[config.mk]
export PLATFORM = sky130hd
export DESIGN_NAME = locked_block_pair_dispatcher
export DESIGN_NICKNAME = d
export VERILOG_FILES = /design/src/rtl/lbpd_pkg.sv /design/src/rtl/lbpd_col_range.sv /design/src/rtl/locked_block_pair_dispatcher.sv
export SDC_FILE = /design/constraint.sdc
export NUM_CORES = 1
export LEC_CHECK = 0
export ABC_AREA = 1
export ABC_CLOCK_PERIOD_IN_PS = 25900
export BUFFER_PORTS_ARGS = -buffer_cell sky130_fd_sc_hd__buf_2
export CAP_MARGIN = 20
export CORE_AREA = 2 2 247 249
export DETAILED_ROUTE_END_ITERATION = 8
export DIE_AREA = 0 0 249 251
export GPL_ROUTABILITY_DRIVEN = 1
export PLACE_DENSITY_LB_ADDON = 0.1
export SLEW_MARGIN = 15
export SYNTH_ARGS = -nofsm -noshare
export SYNTH_HDL_FRONTEND = slang
export SYNTH_SLANG_ARGS = --single-unit
[constraint.sdc]
create_clock -name clk -period 25.9 [get_ports clk]
set_input_delay 1.295 -clock clk [delete_from_list [all_inputs] [get_ports clk]]
set_output_delay 1.295 -clock clk [all_outputs]
set_load 0.01 [all_outputs]
[src/rtl/lbpd_pkg.sv]
`timescale 1ns / 1ps
// Package for the locked block pair dispatcher.
// Holds command, reply and configuration index codes, fixed sizes and the column range type.
package lbpd_pkg;

    localparam int MAX_BLOCKS  = 32;
    localparam int MAX_WORKERS = 16;

    localparam int BLK_W    = 5;
    localparam int NBLK_W   = 6;
    localparam int WORKER_W = 4;
    localparam int COUNT_W  = 4;
    localparam int MOS_W    = 13;
    localparam int COL_W    = 16;
    localparam int PAIR_W   = 2 * BLK_W;
    localparam int CFG_IDX_W  = 3;
    localparam int CFG_DATA_W = 16;

    typedef enum logic [1:0] {
        CMD_REQUEST_JOB  = 2'd0,
        CMD_SEND_RESULTS = 2'd1,
        CMD_START_SWEEP  = 2'd2,
        CMD_INVALID      = 2'd3
    } cmd_t;

    typedef enum logic [2:0] {
        REPLY_FINISHED = 3'd0,
        REPLY_ASSIGNED = 3'd1,
        REPLY_WAIT     = 3'd2,
        REPLY_TAKEN    = 3'd3,
        REPLY_STARTED  = 3'd4,
        REPLY_NO_JOB   = 3'd5,
        REPLY_BAD      = 3'd6
    } reply_t;

    typedef enum logic [CFG_IDX_W-1:0] {
        CFG_NUM_BLOCKS    = 3'd0,
        CFG_NUM_WORKERS   = 3'd1,
        CFG_MOS_PER_BLOCK = 3'd2,
        CFG_FIRST_ORBITAL = 3'd3,
        CFG_LAST_ORBITAL  = 3'd4
    } cfg_idx_t;

    typedef struct packed {
        logic [COL_W-1:0] col_start;
        logic [COL_W-1:0] col_last;
    } col_range_t;

endpackage

[src/rtl/lbpd_col_range.sv]
`timescale 1ns / 1ps
// Column range of one orbital block: start saturated, end clamped.
// Depends on lbpd_pkg.
module lbpd_col_range (
    input  logic [lbpd_pkg::BLK_W-1:0] blk,
    input  logic [lbpd_pkg::MOS_W-1:0] mos_per_block,
    input  logic [lbpd_pkg::COL_W-1:0] first_orbital,
    input  logic [lbpd_pkg::COL_W-1:0] last_orbital,
    output lbpd_pkg::col_range_t       range
);
    import lbpd_pkg::*;

    localparam int PROD_W = BLK_W + MOS_W;
    localparam int SUM_W  = PROD_W + 1;

    logic [MOS_W-1:0]  mos_eff;
    logic [PROD_W-1:0] prod;
    logic [SUM_W-1:0]  start_full;
    logic [SUM_W-1:0]  last_full;

    assign mos_eff    = (mos_per_block == '0) ? MOS_W'(1) : mos_per_block;
    assign prod       = PROD_W'(blk) * PROD_W'(mos_eff);
    assign start_full = SUM_W'(prod) + SUM_W'(first_orbital);
    assign last_full  = SUM_W'(prod) + SUM_W'(mos_eff) - SUM_W'(1);

    always_comb
    begin
        if (start_full[SUM_W-1:COL_W] != '0)
        begin
            range.col_start = '1;
        end
        else
        begin
            range.col_start = start_full[COL_W-1:0];
        end
        if (last_full < SUM_W'(last_orbital))
        begin
            range.col_last = last_full[COL_W-1:0];
        end
        else
        begin
            range.col_last = last_orbital;
        end
    end

endmodule

[src/rtl/locked_block_pair_dispatcher.sv]
`timescale 1ns / 1ps
// Locked block pair dispatcher: top level.
// Depends on lbpd_pkg and lbpd_col_range.
//
// Usage:
//   Command channel in_valid/in_stall carries cmd and worker. A command is
//   taken when in_valid is high and in_stall low. Every command produces
//   exactly one reply on out_valid/out_stall, in order.
//   Configuration channel cfg_valid/cfg_ready with cfg_index and cfg_data;
//   cfg_ready is always high. Write only while no command is in flight.
//   A reply is registered: the command passes one input register, then the
//   lookup, cursor step and two column multiplies, then the reply register.
//   One command per cycle is sustained while out_stall is low.
//   When out_stall is held with a reply waiting, the command register stalls
//   the input side; no reply is lost or repeated.
//   Reset leaves the sweep state as a start command would, clears all job
//   records and loads the default configuration: 4 blocks, 1 worker,
//   1 column per block, orbital range 0 to 0.
module locked_block_pair_dispatcher (
    input  logic                           clk,
    input  logic                           rst_n,
    input  logic                           in_valid,
    output logic                           in_stall,
    input  logic [1:0]                     cmd,
    input  logic [lbpd_pkg::WORKER_W-1:0]  worker,
    output logic                           out_valid,
    input  logic                           out_stall,
    output lbpd_pkg::reply_t               reply,
    output logic [lbpd_pkg::BLK_W-1:0]     block_first,
    output logic [lbpd_pkg::BLK_W-1:0]     block_second,
    output logic [lbpd_pkg::COL_W-1:0]     first_col_start,
    output logic [lbpd_pkg::COL_W-1:0]     first_col_end,
    output logic [lbpd_pkg::COL_W-1:0]     second_col_start,
    output logic [lbpd_pkg::COL_W-1:0]     second_col_end,
    output logic                           sweep_done,
    input  logic                           cfg_valid,
    output logic                           cfg_ready,
    input  logic [lbpd_pkg::CFG_IDX_W-1:0] cfg_index,
    input  logic [lbpd_pkg::CFG_DATA_W-1:0] cfg_data
);
    import lbpd_pkg::*;

    localparam int SUM_W = NBLK_W + 1;

    // configuration
    logic [NBLK_W-1:0]  num_blocks_reg;
    logic [COUNT_W-1:0] num_workers_reg;
    logic [MOS_W-1:0]   mos_per_block_reg;
    logic [COL_W-1:0]   first_orbital_reg;
    logic [COL_W-1:0]   last_orbital_reg;

    // input register
    logic                in_valid_reg;
    cmd_t                cmd_reg;
    logic [WORKER_W-1:0] worker_reg;

    // sweep state
    logic [NBLK_W-1:0]     diag_reg, diag_next;
    logic [BLK_W-1:0]      idx_reg, idx_next;
    logic [MAX_BLOCKS-1:0] lock_reg, lock_next;
    logic                  resv_valid_reg, resv_valid_next;
    logic [PAIR_W-1:0]     resv_pair_reg, resv_pair_next;
    logic [COUNT_W-1:0]    fin_count_reg, fin_count_next;
    logic [MAX_WORKERS-1:0] job_valid_reg, job_valid_next;
    logic [PAIR_W-1:0]     job_pair_reg [MAX_WORKERS];
    logic                  job_write;

    // reply register
    logic        out_valid_reg;
    reply_t      reply_reg, reply_next;
    logic [BLK_W-1:0] blk_a_reg, blk_b_reg, blk_a_next, blk_b_next;
    col_range_t  range_a_reg, range_b_reg, range_a_next, range_b_next;
    logic        done_reg;

    logic        out_ready;
    logic        fire;
    logic        good_worker;

    // cursor step
    logic [NBLK_W-1:0] nb_eff;
    logic [SUM_W-1:0]  sum0;
    logic              skip;
    logic [NBLK_W-1:0] diag1;
    logic [BLK_W-1:0]  idx1;
    logic              have_cur;
    logic [SUM_W-1:0]  pb_cur;

    logic [BLK_W-1:0]  pa, pb;
    logic              have;
    logic [PAIR_W-1:0] rec_pair;
    col_range_t        range_a, range_b;

    assign cfg_ready = 1'b1;
    assign out_ready = !out_valid_reg || !out_stall;
    assign fire      = in_valid_reg && out_ready;
    assign in_stall  = in_valid_reg && !out_ready;
    assign good_worker = (worker_reg != '0) && (32'(worker_reg) < MAX_WORKERS);

    always_ff @(posedge clk or negedge rst_n)
    begin
        if (!rst_n)
        begin
            num_blocks_reg    <= NBLK_W'(4);
            num_workers_reg   <= COUNT_W'(1);
            mos_per_block_reg <= MOS_W'(1);
            first_orbital_reg <= '0;
            last_orbital_reg  <= '0;
        end
        else if (cfg_valid && cfg_ready)
        begin
            unique case (cfg_index)
                CFG_NUM_BLOCKS:    num_blocks_reg    <= cfg_data[NBLK_W-1:0];
                CFG_NUM_WORKERS:   num_workers_reg   <= cfg_data[COUNT_W-1:0];
                CFG_MOS_PER_BLOCK: mos_per_block_reg <= cfg_data[MOS_W-1:0];
                CFG_FIRST_ORBITAL: first_orbital_reg <= cfg_data[COL_W-1:0];
                CFG_LAST_ORBITAL:  last_orbital_reg  <= cfg_data[COL_W-1:0];
                default: ;
            endcase
        end
    end

    always_ff @(posedge clk or negedge rst_n)
    begin
        if (!rst_n)
        begin
            in_valid_reg <= 1'b0;
        end
        else if (!in_stall)
        begin
            in_valid_reg <= in_valid;
        end
    end

    always_ff @(posedge clk or negedge rst_n)
    begin
        if (!rst_n)
        begin
            cmd_reg    <= CMD_INVALID;
            worker_reg <= '0;
        end
        else if (!in_stall && in_valid)
        begin
            cmd_reg    <= cmd_t'(cmd);
            worker_reg <= worker;
        end
    end

    // next pair from the cursor, or the held reservation
    always_comb
    begin
        nb_eff   = (num_blocks_reg > NBLK_W'(MAX_BLOCKS)) ? NBLK_W'(MAX_BLOCKS)
                                                           : num_blocks_reg;
        sum0     = SUM_W'(idx_reg) + SUM_W'(diag_reg);
        skip     = sum0 >= SUM_W'(nb_eff);
        diag1    = skip ? diag_reg + NBLK_W'(1) : diag_reg;
        idx1     = skip ? '0 : idx_reg;
        have_cur = (diag_reg < nb_eff) && (diag1 < nb_eff);
        pb_cur   = SUM_W'(idx1) + SUM_W'(diag1);

        if (resv_valid_reg)
        begin
            pa   = resv_pair_reg[PAIR_W-1:BLK_W];
            pb   = resv_pair_reg[BLK_W-1:0];
            have = 1'b1;
        end
        else
        begin
            pa   = idx1;
            pb   = pb_cur[BLK_W-1:0];
            have = have_cur;
        end
    end

    lbpd_col_range u_range_a (
        .blk           (pa),
        .mos_per_block (mos_per_block_reg),
        .first_orbital (first_orbital_reg),
        .last_orbital  (last_orbital_reg),
        .range         (range_a)
    );

    lbpd_col_range u_range_b (
        .blk           (pb),
        .mos_per_block (mos_per_block_reg),
        .first_orbital (first_orbital_reg),
        .last_orbital  (last_orbital_reg),
        .range         (range_b)
    );

    always_comb
    begin
        diag_next       = diag_reg;
        idx_next        = idx_reg;
        lock_next       = lock_reg;
        resv_valid_next = resv_valid_reg;
        resv_pair_next  = resv_pair_reg;
        fin_count_next  = fin_count_reg;
        job_valid_next  = job_valid_reg;
        job_write       = 1'b0;
        reply_next      = REPLY_BAD;
        blk_a_next      = '0;
        blk_b_next      = '0;
        range_a_next    = '0;
        range_b_next    = '0;
        rec_pair        = job_pair_reg[worker_reg];

        unique case (cmd_reg)
            CMD_START_SWEEP:
            begin
                diag_next       = '0;
                idx_next        = '0;
                lock_next       = '0;
                resv_valid_next = 1'b0;
                resv_pair_next  = '0;
                fin_count_next  = '0;
                reply_next      = REPLY_STARTED;
            end
            CMD_REQUEST_JOB:
            begin
                if (good_worker)
                begin
                    if (!resv_valid_reg && (diag_reg < nb_eff))
                    begin
                        if (!have_cur)
                        begin
                            diag_next = diag1;
                            idx_next  = '0;
                        end
                        else if ((pb_cur + SUM_W'(1)) < SUM_W'(nb_eff))
                        begin
                            diag_next = diag1;
                            idx_next  = idx1 + BLK_W'(1);
                        end
                        else
                        begin
                            diag_next = diag1 + NBLK_W'(1);
                            idx_next  = '0;
                        end
                    end
                    if (!have)
                    begin
                        reply_next = REPLY_FINISHED;
                        if (fin_count_reg != '1)
                        begin
                            fin_count_next = fin_count_reg + COUNT_W'(1);
                        end
                    end
                    else if (!lock_reg[pa] && !lock_reg[pb])
                    begin
                        lock_next[pa]  = 1'b1;
                        lock_next[pb]  = 1'b1;
                        job_valid_next[worker_reg] = 1'b1;
                        job_write       = 1'b1;
                        resv_valid_next = 1'b0;
                        reply_next      = REPLY_ASSIGNED;
                        blk_a_next      = pa;
                        blk_b_next      = pb;
                        range_a_next    = range_a;
                        range_b_next    = range_b;
                    end
                    else
                    begin
                        resv_valid_next = 1'b1;
                        resv_pair_next  = {pa, pb};
                        reply_next      = REPLY_WAIT;
                    end
                end
            end
            CMD_SEND_RESULTS:
            begin
                if (good_worker)
                begin
                    if (job_valid_reg[worker_reg])
                    begin
                        lock_next[rec_pair[PAIR_W-1:BLK_W]] = 1'b0;
                        lock_next[rec_pair[BLK_W-1:0]]      = 1'b0;
                        job_valid_next[worker_reg] = 1'b0;
                        reply_next = REPLY_TAKEN;
                    end
                    else
                    begin
                        reply_next = REPLY_NO_JOB;
                    end
                end
            end
            CMD_INVALID:
            begin
                reply_next = REPLY_BAD;
            end
        endcase
    end

    always_ff @(posedge clk or negedge rst_n)
    begin
        if (!rst_n)
        begin
            diag_reg       <= '0;
            idx_reg        <= '0;
            lock_reg       <= '0;
            resv_valid_reg <= 1'b0;
            resv_pair_reg  <= '0;
            fin_count_reg  <= '0;
            job_valid_reg  <= '0;
            out_valid_reg  <= 1'b0;
        end
        else
        begin
            if (fire)
            begin
                diag_reg       <= diag_next;
                idx_reg        <= idx_next;
                lock_reg       <= lock_next;
                resv_valid_reg <= resv_valid_next;
                resv_pair_reg  <= resv_pair_next;
                fin_count_reg  <= fin_count_next;
                job_valid_reg  <= job_valid_next;
            end
            if (out_ready)
            begin
                out_valid_reg <= in_valid_reg;
            end
        end
    end

    always_ff @(posedge clk)
    begin
        if (fire && job_write)
        begin
            job_pair_reg[worker_reg] <= {pa, pb};
        end
        if (fire)
        begin
            reply_reg   <= reply_next;
            blk_a_reg   <= blk_a_next;
            blk_b_reg   <= blk_b_next;
            range_a_reg <= range_a_next;
            range_b_reg <= range_b_next;
            done_reg    <= fin_count_next >= num_workers_reg;
        end
    end

    assign out_valid        = out_valid_reg;
    assign reply            = reply_reg;
    assign block_first      = blk_a_reg;
    assign block_second     = blk_b_reg;
    assign first_col_start  = range_a_reg.col_start;
    assign first_col_end    = range_a_reg.col_last;
    assign second_col_start = range_b_reg.col_start;
    assign second_col_end   = range_b_reg.col_last;
    assign sweep_done       = done_reg;

    // the cursor never runs past the block limit
    a_diag_bound: assert property (@(posedge clk) disable iff (!rst_n)
        diag_reg <= NBLK_W'(MAX_BLOCKS))
        else $error("cursor diagonal beyond block limit");

    // pair fields only carry data on an assignment
    a_fields_zero: assert property (@(posedge clk) disable iff (!rst_n)
        (out_valid && reply != REPLY_ASSIGNED) |->
        (block_first == '0 && block_second == '0 &&
         first_col_start == '0 && second_col_start == '0))
        else $error("pair fields set on non-assigned reply");

    // pairs are handed out lower block first
    a_pair_order: assert property (@(posedge clk) disable iff (!rst_n)
        (out_valid && reply == REPLY_ASSIGNED) |-> (block_first <= block_second))
        else $error("assigned pair out of order");

    // an assignment leaves both blocks locked
    a_lock_set: assert property (@(posedge clk) disable iff (!rst_n)
        (fire && reply_next == REPLY_ASSIGNED) |=>
        (lock_reg[$past(pa)] && lock_reg[$past(pb)]))
        else $error("assigned blocks not locked");

endmodule
* Yosys cells after proc, flatten, opt, wreduce, memory -nomap -nowiden
Memory sizes are Yosys's and may differ from the RTL's.
Cells that the tools add are included.
** Cells by class
- Add/subtract/negate cells :: 13
- $mul :: 2
- Order comparisons :: 18
- Equal/unequal tests :: 15
- Muxes and demuxes :: 73
- Bitwise gates (word level) :: 9
- Reduce and logical (&&, ||, !) cells :: 40
** Operator list (count)
- 32-bit two-way mux :: 5
- 16-bit two-way mux :: 9
- 32-bit one-hot mux with 3 select lines :: 1
- 32-bit bitwise AND :: 2
- 32-bit inverter :: 2
- 32-bit OR :: 2
- 18-bit by 13-bit adder with 19-bit output :: 2
- 18-bit by 16-bit adder with 19-bit output :: 2
- 19-bit by 16-bit less-than comparator with 1-bit output :: 2
- 19-bit by 1-bit subtractor with 19-bit output (second input constant) :: 2
- 5-bit by 13-bit multiplier with 18-bit output :: 2
- 6-bit two-way mux :: 6
- 5-bit two-way mux :: 7
- 16-bit one-hot mux with 2 select lines :: 1
- 10-bit two-way mux :: 3
- 5-bit by 6-bit less-than comparator with 1-bit output (second input constant) :: 4
- 1-bit demux with 5-bit select :: 4
- 5-bit by 1-bit >= comparator with 1-bit output (second input constant) :: 4
- 10-bit one-hot mux with 2 select lines :: 1
- 1-bit two-way mux :: 18
- 16-bit bitwise AND :: 1
- 16-bit inverter :: 1
- 16-bit OR :: 1
- 5-bit by 6-bit adder with 7-bit output :: 2
- 43 further kinds :: 86
** Storage, ports and cells
- Flip-flop bits (word level) :: 215
- Bits in writable memories :: 160
- Output and inout port bits :: 81
- Memories :: 1
** Memory list
- job_pair_reg :: depth 16, width 10, read ports 1, clocked after memory_dff 0, wr ports 1, RTL line locked_block_pair_dispatcher.sv:65 : logic [PAIR_W-1:0] job_pair_reg [MAX_WORKERS];

* Logic depth before layout (Yosys ltp)
- Word-level depth :: 17
- Gate-level depth with buffers :: 67
- Depth with buffers taken out :: 66

* Modules after synthesis
Synthesis repeated with hierarchy kept, for this count alone.
** Second synthesis, totals
- Cells, all modules :: 3513
- Area, all modules :: 28561.1 um2
** Modules (own cells, without submodules)
- locked_block_pair_dispatcher :: instances 1, cells an instance 1945, area each 18808.0 um2
- lbpd_col_range (u_range_b) :: instances 1, cells an instance 790, area each 4880.9 um2
- lbpd_col_range (u_range_a) :: instances 1, cells an instance 778, area each 4872.2 um2

* Worst setup path after synthesis
OpenSTA, ideal clock, no wires.
- Path kind :: register to register
- Start point :: register diag_reg[0]
- End point :: register range_b_reg (netlist bit second_col_end[10]), data pin
- Arrival time :: 9643 ps
- Setup slack :: 15998 ps
- Stages on the path, launching flop included :: 61
- Buffers on the path :: 2
- Path through :: dfrtp_1 > ha_1 > inv_1 > fa_1 > inv_1 > a31oi_1 > xor2_1 > inv_1 > ha_1 > a21oi_1 > nand2_1 > nand2_1 > nand2_4 > nand2_1 > xor2_1 > inv_1 > ha_1 > inv_1 > [25 not listed] > nor2_1 > nand2_1 > o211ai_1 > o21bai_1 > a21oi_1 > nor2_1 > nor2_1 > o21ai_0 > xor2_1 > ha_1 > a21oi_1 > o21a_1 > o211ai_1 > nor2_2 > nand2_2 > buf_2 > nand2_1 > a21oi_1
** On the way
- Word-level cells in the longest chain between the ends :: 10
- Elaborated cells between the ends (all ways) :: 25
- Classes of those cells :: 5 x add/sub; 1 x mul; 4 x order compare; 10 x mux; 5 x reduce/logical
** RTL lines
- start: declaration :: RTL line locked_block_pair_dispatcher.sv:58 : logic [NBLK_W-1:0] diag_reg, diag_next;
- start signal: assignment :: RTL line locked_block_pair_dispatcher.sv:310 : diag_reg <= diag_next;
- 5-bit by 6-bit adder with 7-bit output :: RTL line locked_block_pair_dispatcher.sv:153 : sum0 = SUM_W'(idx_reg) + SUM_W'(diag_reg);
- 7-bit by 6-bit >= comparator with 1-bit output :: RTL line locked_block_pair_dispatcher.sv:154 : skip = sum0 >= SUM_W'(nb_eff);
- 5-bit two-way mux / 6-bit two-way mux (equally long branches) :: RTL line locked_block_pair_dispatcher.sv:156, locked_block_pair_dispatcher.sv:155
- 5-bit by 6-bit adder with 7-bit output :: RTL line locked_block_pair_dispatcher.sv:158 : pb_cur = SUM_W'(idx1) + SUM_W'(diag1);
- 5-bit two-way mux :: RTL line locked_block_pair_dispatcher.sv:160 : if (resv_valid_reg)
- 5-bit by 13-bit multiplier with 18-bit output / 1-bit binary-select mux with 5-bit select (equally long branches) :: RTL line lbpd_col_range.sv:22, locked_block_pair_dispatcher.sv:248
- 18-bit by 13-bit adder with 19-bit output / 1-bit two-way mux (equally long branches) :: RTL line lbpd_col_range.sv:24, locked_block_pair_dispatcher.sv:248
- 19-bit by 1-bit subtractor with 19-bit output / 1-bit logical NOT (equally long branches) :: RTL line lbpd_col_range.sv:24, locked_block_pair_dispatcher.sv:248
- 19-bit by 16-bit less-than comparator with 1-bit output / 1-bit logical AND (equally long branches) :: RTL line lbpd_col_range.sv:36, locked_block_pair_dispatcher.sv:248
- 16-bit two-way mux / 4-bit AND reduction (equally long branches)
- end signal: assignment :: RTL line locked_block_pair_dispatcher.sv:337 : range_b_reg <= range_b_next;
- end: declaration :: RTL line locked_block_pair_dispatcher.sv:72 : col_range_t range_a_reg, range_b_reg, range_a_next, range_b_next;
Parallel ways exist; a longest one is shown, timed or not. The select of a mux whose other input is x is not followed.
A chain may end at the register's enable or synchronous reset.

* Final worst setup path
- Start point :: register diag_reg[0]
- End point :: register range_b_reg (netlist bit second_col_end[12]), data pin
Same word-level chain as after synthesis.

==> results.md <==
* Vias in the first global route at roughly 23000
* Vias at 23300
* Detail-routed via count per cell at 5.65
* Die Y at about 250 um
* Final Slew Violations at 0
* Adder-cell share of the synthesized area at 15.3%
* Fillers at 5790
* Hold Path Depth at 0
* # Post-CTS Setup Buffers at 0
* Synthesized area at 0.0268 sq mm
* Gpl congestion at 0.947
* Commonest cells in the netlist: nand2_1 (681), inv_1 (395), nor2_1 (285)
* Fmax at 86.1 MHz
* Synth Register Bits at 375
* # diodes at 0
* Total CTS buffers at 44
* RSZ-0062 raised after global routing: false
* Flop-to-flop setup slack at between 10 and 15 ns
* Final Non-Filler Cells at 4129
* Max FFs per register at 160
* Largest net degree at the start of global routing at 87
* Post-synth top area share at a little over a quarter
* Starting density of the core at 44.8%
* Family with the most delay on the worst path: adder cells
* Post-Synth XOR/XNOR Area at 3.46%
* Synth area leaders: edfxtp_1 (27%), dfrtp_1 (12%), ha_1 (10%)
* CTS tree: done
* Period utilization at between 40 and 50%
* Root buffer cell: clkbuf_16
* Worst reg2reg path depth at 57
* First-pass DRT Iterations at 6
* Placed cell count at around 4000
* Synth unique cells at 60
* Initial antenna violation count at 1
* IO Count at roughly 110
* Area leader, netlist: edfxtp_1
* Placed inst area at 0.0282 sq mm
* Hold Path Class: reg2reg
* Number of hold buffers added after cts at 0
* GRT Residual Overflow at 0
* First-pass GRT wire length at 135000 um
* Syn. warnings at 0
* Reg-to-reg endpoint: second_col_end[12]$_SDFFCE_PN0P_
* CP max stage cell: fa_1
* PostCTS Resize Cnt at 0
* Synth Area in Compound Gates at around an eighth
* DRC Markers at 0
* Final hold vios at 0
* Clock Skew at 0.0203 ns
* Worst Path Max Fanout at 18
* Worst Setup Path Type: reg2reg
* Critical path startpoint category: flop
* DP Wirelength at 63600 um
* Status: finished, final reports clean
* DRT Wirelength at around 87000 um
* Routed len/inst at 21.0 um
* Final instance area at slightly below 0.03 sq mm
* Post-synth EDFFs at 238
* Area Overhead vs Synth at 10.5%
* Clock Latency Late Sink at 0.61 ns
* CP arrival at between 10 and 15 ns
* Most frequent cell after synthesis: nand2_1
* Setup Viol. Count Final at 0
* Total clock sinks at 375
* Fraction of registers with async set/reset at 36.5%
* Setup tns final at 0 ns
* Worst slew margin at between 20% and 30%
* Post-synthesis mux area share at less than 1%
* Max clock buf depth at 3
* Simple-gate share of the synthesized area at 22.0%
* Post-Synthesis Cells at 3223
* Slew @ Worst Pin at 1.16 ns
* DRT iter0 DRCs at 1656
* Total global-route track usage at 27.9%
* Final net count at roughly 3600
* Core area at 0.0598 sq mm
* Row cnt at 90
* Post-route antenna net violation count at 0
* CTS clk-pin slew, worst paths at 0.06 ns
* Share of cells above drive strength 1 at 8.57%
* Primary FF master, synth: edfxtp_1
* Most used cell, CP: nand2_1
* Mapped Avg Cell Area at 8.31 sq um
* Largest family of logic cells by synthesized area: simple AND/OR/NAND/NOR gates
* Worst reg2reg startpoint: diag_reg[0]$_DFFE_PN0P_
* Max_cap viols at 0
* Fin crit period at ~12 ns
* Die area at 0.0625 sq mm
* Worst Setup End Kind: flop
* Number of buffers added on ports at 109
* Register area share after synthesis at 39.5%
* WP data required at 26.22 ns
* Max incr delay on CP at 0.55 ns
* Worst Path Buf+Inv at 8
* Htree depth at 2
* Hold slack at around 0.38 ns
* Die width at 249 um
## metrics by stage
stage / utilization [%] / worst slack, ns
floorplan: - / 16.00
global placement: 47.1 / 14.74
detailed placement: 47.1 / 14.47
CTS: 49.5 / 14.46
global route: 49.5 / 13.19
finish: 49.5 / 14.29
## cells in the final DEF (no fill, tap or decap), types with 34 or more instances in the layout
cell	instances
a21oi_1	220
a22oi_1	56
buf_2	108
buf_4	34
clkbuf_16	44
dfrtp_1	131
edfxtp_1	238
fa_1	71
ha_1	214
inv_1	395
nand2_1	681
nand3_1	255
nand4_1	55
nor2_1	281
nor3_1	36
o21ai_0	130
o21ai_1	52
xor2_1	85
## logic make-up (layout without fill, tap and decap cells)
group / after synthesis / after routing
xor+xnor: 105 / 105
mux: 2 / 2
fa+ha+maj: 285 / 285
other cells: 2 / 11
compound gates: 557 / 557
simple gates: 1376 / 1376
flops: 375 / 375
buf+inv: 521 / 636
## worst register-to-register path, delay by kind of cell, from the launching register on
kind            cells  cell delay, ns
fa+ha+maj          11            4.03
compound gates     12            1.77
buf+inv             8            0.62
xor+xnor            4            0.77
simple gates       22            3.69
flops               1            0.44
## layout make-up
| type | instances | area (sq um) | area share [%] |
|---|---|---|---|
| Sequential cell | 375 | 10600 | 35.7 |
| Inverter | 410 | 1540 | 5.20 |
| Clock buffer | 56 | 1160 | 3.91 |
| Tap cell | 782 | 978 | 3.31 |
| Timing Repair Buffer | 144 | 835 | 2.82 |
| Clock inverter | 26 | 249 | 0.841 |
| Multi-Input combinational cell | 2336 | 14300 | 48.2 |
## layer usage
layer / GRT usage [%] / share of wire (%) / vias to the layer above
li1: - / - / 11000
met1: 36.8 / 43 / 11300
met2: 46.9 / 47 / 797
met3: 3.91 / 6.3 / 190
met4: 9.97 / 3.8 / 2
met5: 0 / 0.015 / -
## worst max-delay path by stage
stage / slack (ns) / startpoint / end / cells after the start
floorplan: 16.00 / diag_reg[0]$_DFFE_PN0P_ / second_col_end[10]$_SDFFCE_PN0P_ / 60
global placement: 14.74 / diag_reg[0]$_DFFE_PN0P_ / second_col_end[5]$_SDFFCE_PN0P_ / 60
detailed placement: 14.47 / diag_reg[0]$_DFFE_PN0P_ / second_col_end[12]$_SDFFCE_PN0P_ / 58
CTS: 14.46 / diag_reg[0]$_DFFE_PN0P_ / second_col_end[2]$_SDFFCE_PN0P_ / 58
global route: 13.19 / diag_reg[0]$_DFFE_PN0P_ / second_col_end[15]$_SDFFCE_PN0P_ / 58
finish: 14.29 / diag_reg[0]$_DFFE_PN0P_ / second_col_end[12]$_SDFFCE_PN0P_ / 57
Power is left out: the tool's default activity adds up to more than one toggle a clock period on the data nets, which glitch-free logic cannot reach.
